$ cat src/rtl/rta_pkg.sv
// ----------------------------------------------------------------------------
// Round-trip-time window average tracker: shared definitions
// Widths, window depth and the types that pass between the modules.
// ----------------------------------------------------------------------------
package rta_pkg;

   localparam int WINDOW_DEPTH = 16;

   localparam int SAMPLE_W = 24;
   localparam int GRAD_W   = SAMPLE_W + 1;
   localparam int HELD_W   = 5;
   localparam int LOG_W    = $clog2(WINDOW_DEPTH);
   localparam int CNT_W    = $clog2(WINDOW_DEPTH + 1);
   localparam int SUM_W    = SAMPLE_W + LOG_W;
   localparam int STEP_W   = $clog2(SAMPLE_W + 1);
   localparam int EMA_W    = SAMPLE_W + 3;

   typedef logic [SAMPLE_W-1:0] sample_type;
   typedef logic [SUM_W-1:0]    sum_type;
   typedef logic [CNT_W-1:0]    count_type;

   typedef struct packed {
      logic       start;
      sum_type    dividend;
      count_type  divisor;
   } div_request_type;

   typedef struct packed {
      logic       busy;
      sample_type quotient;
   } div_status_type;

endpackage

$ cat src/rtl/rta_req_if.sv
// ----------------------------------------------------------------------------
// Sample channel
// Carries one round-trip-time sample per item under a valid/ready handshake.
// ----------------------------------------------------------------------------
interface rta_req_if;
   logic                     valid;
   logic                     ready;
   logic signed [rta_pkg::GRAD_W-1:0] rtt_sample;

   modport source (output valid, output rtt_sample, input ready);
   modport sink (input valid, input rtt_sample, output ready);
endinterface

$ cat src/rtl/rta_rsp_if.sv
// ----------------------------------------------------------------------------
// Result channel
// Carries gradient, window average, smoothed average and fill per item.
// ----------------------------------------------------------------------------
interface rta_rsp_if;
   logic                              valid;
   logic                              ready;
   logic signed [rta_pkg::GRAD_W-1:0] rtt_gradient;
   logic [rta_pkg::SAMPLE_W-1:0]      window_average;
   logic [rta_pkg::SAMPLE_W-1:0]      smoothed_average;
   logic [rta_pkg::HELD_W-1:0]        samples_held;

   modport source (output valid, output rtt_gradient, output window_average,
                   output smoothed_average, output samples_held, input ready);
   modport sink (input valid, input rtt_gradient, input window_average,
                 input smoothed_average, input samples_held, output ready);
endinterface

$ cat src/rtl/rta_cell.sv
// ----------------------------------------------------------------------------
// Window cell
// Holds one sample of the window and passes it on to the next cell on a shift.
// ----------------------------------------------------------------------------
module rta_cell (
   input  logic                clock,
   input  logic                reset,
   input  logic                shift_en,
   input  rta_pkg::sample_type sample_in,
   output rta_pkg::sample_type sample_out
);

   rta_pkg::sample_type sample_ff;

   always_ff @(posedge clock) begin
      if (reset) begin
         sample_ff <= '0;
      end else if (shift_en) begin
         sample_ff <= sample_in;
      end
   end

   assign sample_out = sample_ff;

endmodule

$ cat src/rtl/rta_divider.sv
// ----------------------------------------------------------------------------
// Window average divider
// Restoring divider that gives one quotient bit per cycle.
// ----------------------------------------------------------------------------
module rta_divider (
   input  logic                    clock,
   input  logic                    reset,
   input  rta_pkg::div_request_type request,
   output rta_pkg::div_status_type  status
);

   logic                            busy_ff, busy_in;
   logic [rta_pkg::STEP_W-1:0]      step_ff, step_in;
   rta_pkg::count_type              rem_ff, rem_in;
   rta_pkg::sample_type             quo_ff, quo_in;
   rta_pkg::count_type              divisor_ff, divisor_in;
   logic [rta_pkg::CNT_W:0]         partial;
   logic [rta_pkg::CNT_W+1:0]       diff;

   always_comb begin
      partial    = {rem_ff, quo_ff[rta_pkg::SAMPLE_W-1]};
      diff       = {1'b0, partial} - {2'b00, divisor_ff};
      busy_in    = busy_ff;
      step_in    = step_ff;
      rem_in     = rem_ff;
      quo_in     = quo_ff;
      divisor_in = divisor_ff;
      if (request.start) begin
         busy_in    = 1'b1;
         step_in    = '0;
         rem_in     = rta_pkg::CNT_W'(request.dividend[rta_pkg::SUM_W-1:rta_pkg::SAMPLE_W]);
         quo_in     = request.dividend[rta_pkg::SAMPLE_W-1:0];
         divisor_in = request.divisor;
      end else if (busy_ff) begin
         if (!diff[rta_pkg::CNT_W+1]) begin
            rem_in = diff[rta_pkg::CNT_W-1:0];
         end else begin
            rem_in = partial[rta_pkg::CNT_W-1:0];
         end
         quo_in  = {quo_ff[rta_pkg::SAMPLE_W-2:0], ~diff[rta_pkg::CNT_W+1]};
         step_in = step_ff + 1'b1;
         if (step_ff == rta_pkg::STEP_W'(rta_pkg::SAMPLE_W - 1)) begin
            busy_in = 1'b0;
         end
      end
   end

   always_ff @(posedge clock) begin
      if (reset) begin
         busy_ff <= 1'b0;
         step_ff <= '0;
      end else begin
         busy_ff <= busy_in;
         step_ff <= step_in;
      end
      rem_ff     <= rem_in;
      quo_ff     <= quo_in;
      divisor_ff <= divisor_in;
   end

   assign status.busy     = busy_ff;
   assign status.quotient = quo_ff;

endmodule

$ cat src/rtl/rtt_window_average_tracker.sv
// ----------------------------------------------------------------------------
// Round-trip-time window average tracker
// Sliding-window mean over the last samples held in a row of cells, plus an
// exponential average and the gradient against the previous sample.
// ----------------------------------------------------------------------------
//  Channel   Direction  Item
//  req_chan  in         rtt_sample (signed; zero or below is dropped)
//  rsp_chan  out        rtt_gradient, window_average, smoothed_average,
//                       samples_held
//
//  A positive sample's result is registered once the bit-serial divider
//  (one quotient bit per cycle) is done. A dropped sample gives no result
//  and leaves the block ready. Reset clears the window cells, the sum, the
//  fill count and the smoothed average. A stalled result is held in the
//  output register while the next sample is already taken in and worked on.
// ----------------------------------------------------------------------------
module rtt_window_average_tracker (
   input  logic       clock,
   input  logic       reset,
   rta_req_if.sink    req_chan,
   rta_rsp_if.source  rsp_chan
);

   localparam logic [1:0] ST_IDLE  = 2'd0;
   localparam logic [1:0] ST_START = 2'd1;
   localparam logic [1:0] ST_DIV   = 2'd2;

   logic [1:0]                 state_ff, state_in;
   rta_pkg::sum_type           sum_ff, sum_in;
   rta_pkg::count_type         count_ff, count_in;
   rta_pkg::sample_type        ema_ff, ema_in;
   logic [rta_pkg::GRAD_W-1:0] grad_ff, grad_in;
   logic                       rsp_valid_ff, rsp_valid_in;
   logic [rta_pkg::GRAD_W-1:0] out_grad_ff;
   rta_pkg::sample_type        out_avg_ff;
   rta_pkg::sample_type        out_ema_ff;
   rta_pkg::count_type         out_count_ff;

   logic                       accept;
   logic                       positive;
   logic                       shift_en;
   logic                       load_out;
   rta_pkg::sample_type        rtt;
   logic [rta_pkg::EMA_W-1:0]  ema_times7;
   rta_pkg::sample_type        chain [rta_pkg::WINDOW_DEPTH+1];
   rta_pkg::div_request_type   div_request;
   rta_pkg::div_status_type    div_status;

   assign accept   = req_chan.valid && req_chan.ready;
   assign rtt      = req_chan.rtt_sample[rta_pkg::SAMPLE_W-1:0];
   assign positive = !req_chan.rtt_sample[rta_pkg::GRAD_W-1] && (rtt != '0);
   assign shift_en = accept && positive;
   assign chain[0] = rtt;

   for (genvar i = 0; i < rta_pkg::WINDOW_DEPTH; i++) begin : g_cell
      rta_cell u_cell (
         .clock      (clock),
         .reset      (reset),
         .shift_en   (shift_en),
         .sample_in  (chain[i]),
         .sample_out (chain[i+1])
      );
   end

   assign div_request.start    = (state_ff == ST_START);
   assign div_request.dividend = sum_ff;
   assign div_request.divisor  = count_ff;

   rta_divider u_divider (
      .clock   (clock),
      .reset   (reset),
      .request (div_request),
      .status  (div_status)
   );

   assign load_out = (state_ff == ST_DIV) && !div_status.busy
                     && (!rsp_valid_ff || rsp_chan.ready);

   always_comb begin
      ema_times7   = (rta_pkg::EMA_W'(ema_ff) << 3) - rta_pkg::EMA_W'(ema_ff);
      state_in     = state_ff;
      sum_in       = sum_ff;
      count_in     = count_ff;
      ema_in       = ema_ff;
      grad_in      = grad_ff;
      rsp_valid_in = rsp_valid_ff;
      if (rsp_chan.ready) begin
         rsp_valid_in = 1'b0;
      end
      unique case (state_ff)
         ST_IDLE: begin
            if (shift_en) begin
               sum_in  = sum_ff + rta_pkg::SUM_W'(rtt)
                         - rta_pkg::SUM_W'(chain[rta_pkg::WINDOW_DEPTH]);
               grad_in = {1'b0, rtt} - {1'b0, chain[1]};
               ema_in  = ema_times7[rta_pkg::EMA_W-1:3] + (rtt >> 3);
               if (count_ff < rta_pkg::CNT_W'(rta_pkg::WINDOW_DEPTH)) begin
                  count_in = count_ff + 1'b1;
               end
               state_in = ST_START;
            end
         end
         ST_START: begin
            state_in = ST_DIV;
         end
         ST_DIV: begin
            if (load_out) begin
               rsp_valid_in = 1'b1;
               state_in     = ST_IDLE;
            end
         end
         default: begin
            state_in = ST_IDLE;
         end
      endcase
   end

   always_ff @(posedge clock) begin
      if (reset) begin
         state_ff     <= ST_IDLE;
         sum_ff       <= '0;
         count_ff     <= '0;
         ema_ff       <= '0;
         rsp_valid_ff <= 1'b0;
      end else begin
         state_ff     <= state_in;
         sum_ff       <= sum_in;
         count_ff     <= count_in;
         ema_ff       <= ema_in;
         rsp_valid_ff <= rsp_valid_in;
      end
      grad_ff <= grad_in;
      if (load_out) begin
         out_grad_ff  <= grad_ff;
         out_avg_ff   <= div_status.quotient;
         out_ema_ff   <= ema_ff;
         out_count_ff <= count_ff;
      end
   end

   assign req_chan.ready            = (state_ff == ST_IDLE);
   assign rsp_chan.valid            = rsp_valid_ff;
   assign rsp_chan.rtt_gradient     = $signed(out_grad_ff);
   assign rsp_chan.window_average   = out_avg_ff;
   assign rsp_chan.smoothed_average = out_ema_ff;
   assign rsp_chan.samples_held     = rta_pkg::HELD_W'(out_count_ff);

endmodule

$ cat src/flat_wrapper.sv
// flat-port wrapper written by rule: the top's interface ports become plain ports
module rtt_window_average_tracker_flat 
  (clock, reset, req_chan_valid, req_chan_rtt_sample, req_chan_ready, rsp_chan_valid, rsp_chan_rtt_gradient, rsp_chan_window_average, rsp_chan_smoothed_average, rsp_chan_samples_held, rsp_chan_ready);
  rta_req_if req_chan_i ();
  rta_rsp_if rsp_chan_i ();
  input  logic clock;
  input  logic reset;
  input wire logic [$bits(req_chan_i.valid)-1:0] req_chan_valid;
  input wire logic [$bits(req_chan_i.rtt_sample)-1:0] req_chan_rtt_sample;
  output wire logic [$bits(req_chan_i.ready)-1:0] req_chan_ready;
  output wire logic [$bits(rsp_chan_i.valid)-1:0] rsp_chan_valid;
  output wire logic [$bits(rsp_chan_i.rtt_gradient)-1:0] rsp_chan_rtt_gradient;
  output wire logic [$bits(rsp_chan_i.window_average)-1:0] rsp_chan_window_average;
  output wire logic [$bits(rsp_chan_i.smoothed_average)-1:0] rsp_chan_smoothed_average;
  output wire logic [$bits(rsp_chan_i.samples_held)-1:0] rsp_chan_samples_held;
  input wire logic [$bits(rsp_chan_i.ready)-1:0] rsp_chan_ready;
  assign req_chan_i.valid = req_chan_valid;
  assign req_chan_i.rtt_sample = req_chan_rtt_sample;
  assign req_chan_ready = req_chan_i.ready;
  assign rsp_chan_valid = rsp_chan_i.valid;
  assign rsp_chan_rtt_gradient = rsp_chan_i.rtt_gradient;
  assign rsp_chan_window_average = rsp_chan_i.window_average;
  assign rsp_chan_smoothed_average = rsp_chan_i.smoothed_average;
  assign rsp_chan_samples_held = rsp_chan_i.samples_held;
  assign rsp_chan_i.ready = rsp_chan_ready;
  rtt_window_average_tracker u_core (.clock(clock), .reset(reset), .req_chan(req_chan_i), .rsp_chan(rsp_chan_i));
endmodule
$ cat config.mk
export PLATFORM = sky130hd
export DESIGN_NAME = rtt_window_average_tracker_flat
export DESIGN_NICKNAME = d
export VERILOG_FILES = /design/src/rtl/rta_pkg.sv /design/src/rtl/rta_req_if.sv /design/src/rtl/rta_rsp_if.sv /design/src/rtl/rta_cell.sv /design/src/rtl/rta_divider.sv /design/src/rtl/rtt_window_average_tracker.sv /design/src/flat_wrapper.sv
export SDC_FILE = /design/constraint.sdc
export NUM_CORES = 1
export LEC_CHECK = 0
export BUFFER_PORTS_ARGS = -buffer_cell sky130_fd_sc_hd__buf_4
export CORE_ASPECT_RATIO = 0.8
export CORE_MARGIN = 4
export CORE_UTILIZATION = 60
export CTS_CLUSTER_SIZE = 25
export DETAILED_ROUTE_END_ITERATION = 16
export GPL_ROUTABILITY_DRIVEN = 0
export GPL_TIMING_DRIVEN = 0
export PLACE_DENSITY = 0.8
export SYNTH_ARGS = -nofsm -noshare
export SYNTH_HDL_FRONTEND = slang
export SYNTH_SLANG_ARGS = --single-unit
$ cat constraint.sdc
create_clock -name clock -period 11.66 [get_ports clock]
set_clock_uncertainty 0.1 [all_clocks]
set_input_delay 2.332 -clock clock [delete_from_list [all_inputs] [get_ports clock]]
set_output_delay 2.332 -clock clock [all_outputs]
set_load 0.01 [all_outputs]
==> impl_metrics.yaml, run 1 <==
power_and_ir_drop:
  power_mw: 7.13
  power_switching_share_pct: 36.0
  p_sw_mw: 2.57
  seq_power_share_pct: 31.5
  ir_worst_vdd_mv: 0.267
  p_leak_nw: 10.4
  p_int_mw: 4.56
  clkPwrFrac_pct: 26.9
  p_comb_share_pct: 41.6
  power.density_nw_per_um2: 249
drt:
  num_vias: 20800
  finalWirelength_mm: 62.3
  drtAntennaViolNets: 0
  via_per_inst: 5.68
  routedWlPerCell_um: 17.0
  drt-pass1-iter-count: 7
  first_iter_violations: 1604
  drc: 0
clock_network:
  cts_setup_buffers: 0
  clock-root-buffer: "clkbuf_16"
  cts_hold_buf: 0
  clkTransAtPathRegs_ps: 70
  cts-buffers-inserted: 54
  cts_tree: "built"
  clk_latency_ps: 610
  cts_resized: 0
  numClockSinks: 587
  htreeDepth: 2
  cts.path.max_buffers: 3
yosys:
  synthDistinctLibCells: 64
  async_flop_share_pct: 0
  ys_seq_area_share_pct: 52.3
  avgSynthCellArea_um2: 8.63
  synth_commonest_cells: "nand2_1 (887), a21oi_1 (505), dfxtp_1 (451), inv_1 (170), clkbuf_1 (150)"
  yosys.area.top_type: "dfxtp_1"
  synth_most_common_cell: "nand2_1"
  netlist_area_um2: 25100
  synth_fp_nets: 3064
  synth_edf_count: 136
  yosysWarningCount: 0
  synth-seq-cells: 587
  synth_area_leaders: "dfxtp_1 (36%), edfxtp_1 (16%), nand2_1 (13%)"
  syn_inst: 2906
  synth_flop_cell: "dfxtp_1"
  synth_top_area_share_pct: 36.0
min_path:
  holdCritStartpoint: "u_core.grad_ff[22]"
  timing.hold.worst.class: "reg -> reg"
  min_path_cells: 0
  hold_end: "u_core.rsp_chan.rtt_gradient[22]"
worst_setup_path:
  rrSetupSlack_ps: 6180
  cp-start-kind: "primary input"
  reg2reg_from: "u_core.ema_ff[6]"
  arrival_ps: 6050
  reg2reg_depth: 22
  cp_max_fo: 4
  critPathKind: "in -> reg"
  critical_path_required_ps: 12000
  r2r_end: "u_core.ema_ff[22]"
  worst_setup_path_end_kind: "register"
timing:
  worst_pin_slew_ps: 1510
  setup_viol: 0
  maxSlewHeadroom_pct: -2.08
  fmax_ghz: 0.175
  report.final.slew_viol_count: 2
  hold_ws_ps: 324
  post-route-min-period_ps: 5710
  setup_ws_ps: 5950
  hold_viol: 0
  finalCritPeriodShare_pct: 48.9
  finalSetupTns_ps: 0
  rsz0062_at_grt: "no"
final_layout:
  post-route-util_pct: 69.8
  layout.nets: 3229
  drive_gt1_share_pct: 6.87
  finalInstanceArea_um2: 28600
  area_delta_synth_final_pct: 14.0
  fill_cells: 3167
  fin_cells: 3663
job:
  maxCapViolations: 1
die:
  dieWidth_um: 237
  num_rows: 66
  fp.dieH_um: 191
  die_area_um2: 45200
  io-pin-count: 109
  core-area_um2: 41000
  initial_core_util_pct: 61.3
global_routing:
  grt_pass1_wl_mm: 101
  grt_pass1_vias: 20500
  grt_antenna_before_repair: 2
  grt.overflow.total: 0
  grt_max_degree: 38
  grt_usage_pct: 27.1
placed_design:
  placed_cells: 3559
  preCtsSetupSlack_ps: 5470
  port_buffers: 107
  place_hpwl_mm: 46.1
  post_dp_cell_area_um2: 26600
outcome:
  status: "finished with violations"
  violations: "max-capacitance violations, max-slew violations"
[kinds of logic (layout without fill, tap and decap cells)]
| family | count (synthesis) | in the layout | synth area share [%] |
|---|---|---|---|
| other | 0 | 2 | 0 |
| XOR/XNOR | 83 | 83 | 2.90 |
| multiplexers | 8 | 8 | 0.334 |
| AND/OR/NAND/NOR | 1089 | 1089 | 17.4 |
| adder cells (fa/ha/maj) | 129 | 129 | 7.24 |
| AO/OA/AOI/OAI | 681 | 681 | 14.9 |
| buffers and inverters | 329 | 540 | 4.93 |
| flip-flops | 587 | 587 | 52.3 |
[worst max-delay path, cell delays in order]
cell	delay, ps
buf_4	110
inv_1	160
fa_1	640
inv_1	60
ha_1	310
a211oi_1	400
o21ai_1	210
a211oi_1	460
o31ai_1	220
o21bai_1	360
a21oi_1	190
mux2i_1	150
o31ai_1	240
xor2_1	160
nor2_1	50
[final cells by class]
type,count,area [um2],area share (%)
flip-flops and latches,587,13100,45.8
clock inverters,29,398,1.39
clock buffers,73,1580,5.51
inverters,172,646,2.26
repair buffers,109,843,2.95
plain buffers,157,592,2.07
well taps,544,681,2.38
multi-input cells,1990,10800,37.6
diodes,2,5.00,0.0175
[state kept, by name, summed over array words and instances, names as in the netlist]
name and cells:
u_core.count_ff 5, u_core.ema_ff 24, u_core.g_cell.u_cell.sample_out 384, u_core.grad_ff 25
u_core.rsp_chan.rtt_gradient 25, u_core.rsp_chan.samples_held 5, u_core.rsp_chan.smoothed_average 24, u_core.rsp_chan.valid 1
u_core.rsp_chan.window_average 24, u_core.state_ff 2, u_core.sum_ff 28, u_core.u_divider.busy_ff 1
u_core.u_divider.divisor_ff 5, u_core.u_divider.quo_ff 24, u_core.u_divider.rem_ff 5, u_core.u_divider.step_ff 5
[layout by cell type, fill, tap and decap left out, types with 37 or more instances in the layout]
cell	instances
xnor2_1	53
ha_1	102
buf_4	107
inv_1	170
a21oi_1	505
nor2_1	80
dfxtp_1	451
edfxtp_1	136
nand2_1	887
clkbuf_1	156
o21ai_1	37
clkbuf_16	57
[metal layers]
layer  GRT usage, %  part of all wire (%)
met1           34.6                    41
met2           44.6                    46
met3           7.30                   9.0
met4           10.1                   3.7
met5           1.08                  0.12
[power by group through the flow]
stage,clock (mW),combinational (mW),sequential (mW)
floorplan,0,2.32,2.27
detailed placement,0,2.86,2.29
global route,2.03,3.25,2.26
finish,1.91,2.96,2.25
CTS,1.93,2.90,2.25
global placement,0,2.72,2.29
[worst max-delay path by stage]
stage                                       from                               end  slack, ps  depth (start not counted)
after floorplan                   rsp_chan_ready                u_core.state_ff[1]       5090                          4
after global placement            rsp_chan_ready  u_core.rsp_chan.rtt_gradient[10]       3820                          3
after detailed placement  req_chan_rtt_sample[1]                 u_core.sum_ff[27]       5470                         15
after CTS                 req_chan_rtt_sample[1]                 u_core.sum_ff[27]       6050                         15
after global routing      req_chan_rtt_sample[1]                 u_core.sum_ff[27]       5660                         15
final                     req_chan_rtt_sample[1]                 u_core.sum_ff[27]       5950                         15
Note: power is estimated with default switching activity, not from simulation.
==> run 2: changes to the inputs <==
--- a/config.mk
+++ b/config.mk
@@ -5,15 +5,16 @@
 export SDC_FILE = /design/constraint.sdc
 export NUM_CORES = 1
 export LEC_CHECK = 0
+export ABC_AREA = 1
 export BUFFER_PORTS_ARGS = -buffer_cell sky130_fd_sc_hd__buf_4
 export CORE_ASPECT_RATIO = 0.8
 export CORE_MARGIN = 4
-export CORE_UTILIZATION = 60
+export CORE_UTILIZATION = 56
 export CTS_CLUSTER_SIZE = 25
 export DETAILED_ROUTE_END_ITERATION = 16
 export GPL_ROUTABILITY_DRIVEN = 0
 export GPL_TIMING_DRIVEN = 0
-export PLACE_DENSITY = 0.8
+export PLACE_DENSITY = 0.78
 export SYNTH_ARGS = -nofsm -noshare
 export SYNTH_HDL_FRONTEND = slang
 export SYNTH_SLANG_ARGS = --single-unit
==> constraint.sdc (replaced) <==
create_clock -name clock -period 4.65 [get_ports clock]
set_clock_uncertainty 0.1 [all_clocks]
set_input_delay 0.93 -clock clock [delete_from_list [all_inputs] [get_ports clock]]
set_output_delay 0.93 -clock clock [all_outputs]
set_load 0.01 [all_outputs]
==> run 2 against run 1 <==
Net effect:
- the run now ends clean
- synthesized cell count rose by 7.5%
- first-iteration DRC count rose by 24%
- register-to-register slack got worse by 5900 ps
- flip-flop and latch count did not move
- die area rose by 11%
- non-clock buffer count fell by 6
- hold slack got worse by 7.4 ps
- utilization fell by 5.3 points
- global-route usage fell by 1.4 points
- synthesized area rose by 3.9%
- sequential share of layout area fell by 1.6 points
- critical endpoint is now u_core.ema_ff[22]
- largest cell class unchanged
==> impl_metrics.yaml, run 2 <==
worst_setup_path:
  critical_path_required_ps: 5040
  startpoint: "u_core.ema_ff[4]"
  arrival_ps: 4770
  reg2reg_depth: 23
  r2r_end: "u_core.ema_ff[22]"
  cp_max_fo: 5
  endpoint: "u_core.ema_ff[22]"
  worst_setup_path_end_kind: "register"
  rrSetupSlack_ps: 270
  critPathKind: "reg -> reg"
  reg2reg_from: "u_core.ema_ff[4]"
  cp-start-kind: "register"
die:
  io-pin-count: 109
  num_rows: 70
  initial_core_util_pct: 56.8
  core-area_um2: 45900
  dieWidth_um: 249
  die_area_um2: 50100
  fp.dieH_um: 201
clock_network:
  cts_resized: 0
  cts-buffers-inserted: 54
  clkTransAtPathRegs_ps: 60
  cts.path.max_buffers: 3
  htreeDepth: 2
  clock-root-buffer: "clkbuf_16"
  cts_setup_buffers: 0
  clk_latency_ps: 630
  numClockSinks: 587
  cts_tree: "built"
  cts_hold_buf: 0
power_and_ir_drop:
  clkPwrFrac_pct: 30.2
  p_leak_nw: 12.5
  p_int_mw: 10.2
  p_comb_share_pct: 32.3
  seq_power_share_pct: 37.4
  ir_worst_vdd_mv: 0.362
  power_switching_share_pct: 34.6
  p_sw_mw: 5.42
  power.density_nw_per_um2: 528
yosys:
  netlist_area_um2: 26100
  synth_top_area_share_pct: 34.6
  synth_compound_area_share_pct: 15.8
  synth_top_family_by_area: "simple AND/OR/NAND/NOR gates"
  ys_seq_area_share_pct: 50.3
  synth_xor_area_share_pct: 2.65
  synthDistinctLibCells: 53
  syn_inst: 3124
  async_flop_share_pct: 0
  synth_area_leaders: "dfxtp_1 (35%), edfxtp_1 (16%), nor2_1 (11%)"
  synth_fa_ha_area_share_pct: 6.97
  synth_flop_cell: "dfxtp_1"
  muxShareOfSynthArea_pct: 0
  avgSynthCellArea_um2: 8.35
  synth_most_common_cell: "nor2_1"
  synth_commonest_cells: "nor2_1 (766), dfxtp_1 (451), o21ai_0 (314), inv_1 (267), nand2_1 (249)"
  yosysWarningCount: 0
  yosys.area.top_type: "dfxtp_1"
  synthSimpleGateAreaFrac_pct: 16.9
  synth_edf_count: 136
  synth-seq-cells: 587
  synth_fp_nets: 3282
timing:
  maxSlewHeadroom_pct: 28.6
  finalSetupTns_ps: 0
  setup_ws_ps: 272
  report.final.slew_viol_count: 0
  post-route-min-period_ps: 4380
  rsz0062_at_grt: "no"
  finalCritPeriodShare_pct: 94.1
  setup_viol: 0
  fmax_ghz: 0.228
  worst_pin_slew_ps: 1070
  hold_viol: 0
final_layout:
  largest_register_ffs: 384
  area_delta_synth_final_pct: 13.6
  final_cell_mix: "nor2_1 (766), dfxtp_1 (451), o21ai_0 (314), inv_1 (268), nand2_1 (249)"
  post-route-util_pct: 64.6
  finalInstanceArea_um2: 29600
  drive_gt1_share_pct: 9.63
  fin_cells: 3948
  layout.nets: 3447
  final_common_cell: "nor2_1"
placed_design:
  preCtsSetupSlack_ps: 475
  port_buffers: 107
  placed_cells: 3845
  place_hpwl_mm: 49.8
  post_dp_cell_area_um2: 27700
global_routing:
  grt_antenna_before_repair: 0
  grt.overflow.total: 0
  grt_usage_pct: 25.7
  grt_pass1_wl_mm: 106
  grt_pass1_vias: 21200
  grt_max_degree: 35
outcome:
  status: "completed"
drt:
  drtAntennaViolNets: 0
  drc: 0
  drt-pass1-iter-count: 7
  first_iter_violations: 1994
  via_per_inst: 5.51
  routedWlPerCell_um: 16.8
  finalWirelength_mm: 66.3
  num_vias: 21800
job:
  maxCapViolations: 0
min_path:
  timing.hold.worst.class: "reg -> reg"
-- run 2: changes by cell type in the layout (fill, tap and decap cells not counted), sizes merged, moves of 76 or more --
cell / delta
a21oi: -305
buf: +76
clkbuf: -82
inv: +108
nand2: -629
nor2: +687
o21ai: +446
-- run 2: critical path: stages (launching register included) --
cell and delay [ps]:
dfxtp_1 390, inv_1 80, ha_1 350, nand2_1 100
clkinv_1 50, nand3_1 80, nand2_2 90, nand2_1 80
nand2_2 130, a21oi_1 280, o21ai_2 120, a21oi_1 240
o21ai_1 150, xor2_1 200, ha_1 390, nand2_1 120
nor4_1 480, nand4_1 150, nand3_1 190, nand2_1 90
nand2_1 60, nand2_1 50, xor2_1 180, a21oi_1 90
-- run 2: how the worst min path moves through the flow --
stage	startpoint	end	slack, ps	depth (start not counted)
after CTS	u_core.grad_ff[15]	u_core.rsp_chan.rtt_gradient[15]	320	0
final	u_core.grad_ff[12]	u_core.rsp_chan.rtt_gradient[12]	320	0
after detailed placement	u_core.grad_ff[15]	u_core.rsp_chan.rtt_gradient[15]	300	0
after floorplan	u_core.grad_ff[0]	u_core.rsp_chan.rtt_gradient[0]	300	0
after global routing	u_core.grad_ff[2]	u_core.rsp_chan.rtt_gradient[2]	320	0
after global placement	u_core.grad_ff[11]	u_core.rsp_chan.rtt_gradient[11]	310	0
-- run 2: power groups by stage --
stage	combinational (mW)	clock [mW]	sequential [mW]
finish	5.06	4.73	5.86
global route	5.63	5.01	5.89
CTS	4.93	4.80	5.86
detailed placement	4.88	0	5.96
global placement	4.72	0	5.95
floorplan	3.75	0	5.89
-- run 2: kinds of logic (layout without fill, tap and decap cells) --
group | Yosys count | after routing
buffers and inverters | 430 | 638
other | 0 | 4
AOI/OAI and AO/OA | 779 | 779
DFF | 587 | 587
adders and majority gates | 129 | 129
and+or+nand+nor | 1120 | 1120
xor gates and xnor gates | 79 | 79
-- run 2: area by class of cell --
cell class | instances | area, um2
Inverter | 279 | 1050
Sequential cell | 587 | 13100
Fill cell | 3737 | 16300
Multi-Input combinational cell | 2107 | 11100
Clock inverter | 26 | 394
Buffer | 151 | 872
Tap cell | 612 | 766
Timing Repair Buffer | 109 | 843
Antenna cell | 4 | 10.0
Clock buffer | 73 | 1530
-- run 2: metrics by stage --
step	hold slack, ps	total power, mW
after floorplan	300	9.64
after global placement	305	10.7
after detailed placement	305	10.8
after CTS	320	15.6
after global routing	325	16.5
final	317	15.7
-- run 2: layer usage --
| metal | wire length (um) | up-vias | global-route usage (%) |
|---|---|---|---|
| met5 | 0 | - | 0.286 |
| met2 | 29300 | 878 | 40.7 |
| met1 | 28300 | 10000 | 34.2 |
| met3 | 6550 | 181 | 7.02 |
| li1 | - | 10600 | - |
| met4 | 2220 | 0 | 9.32 |
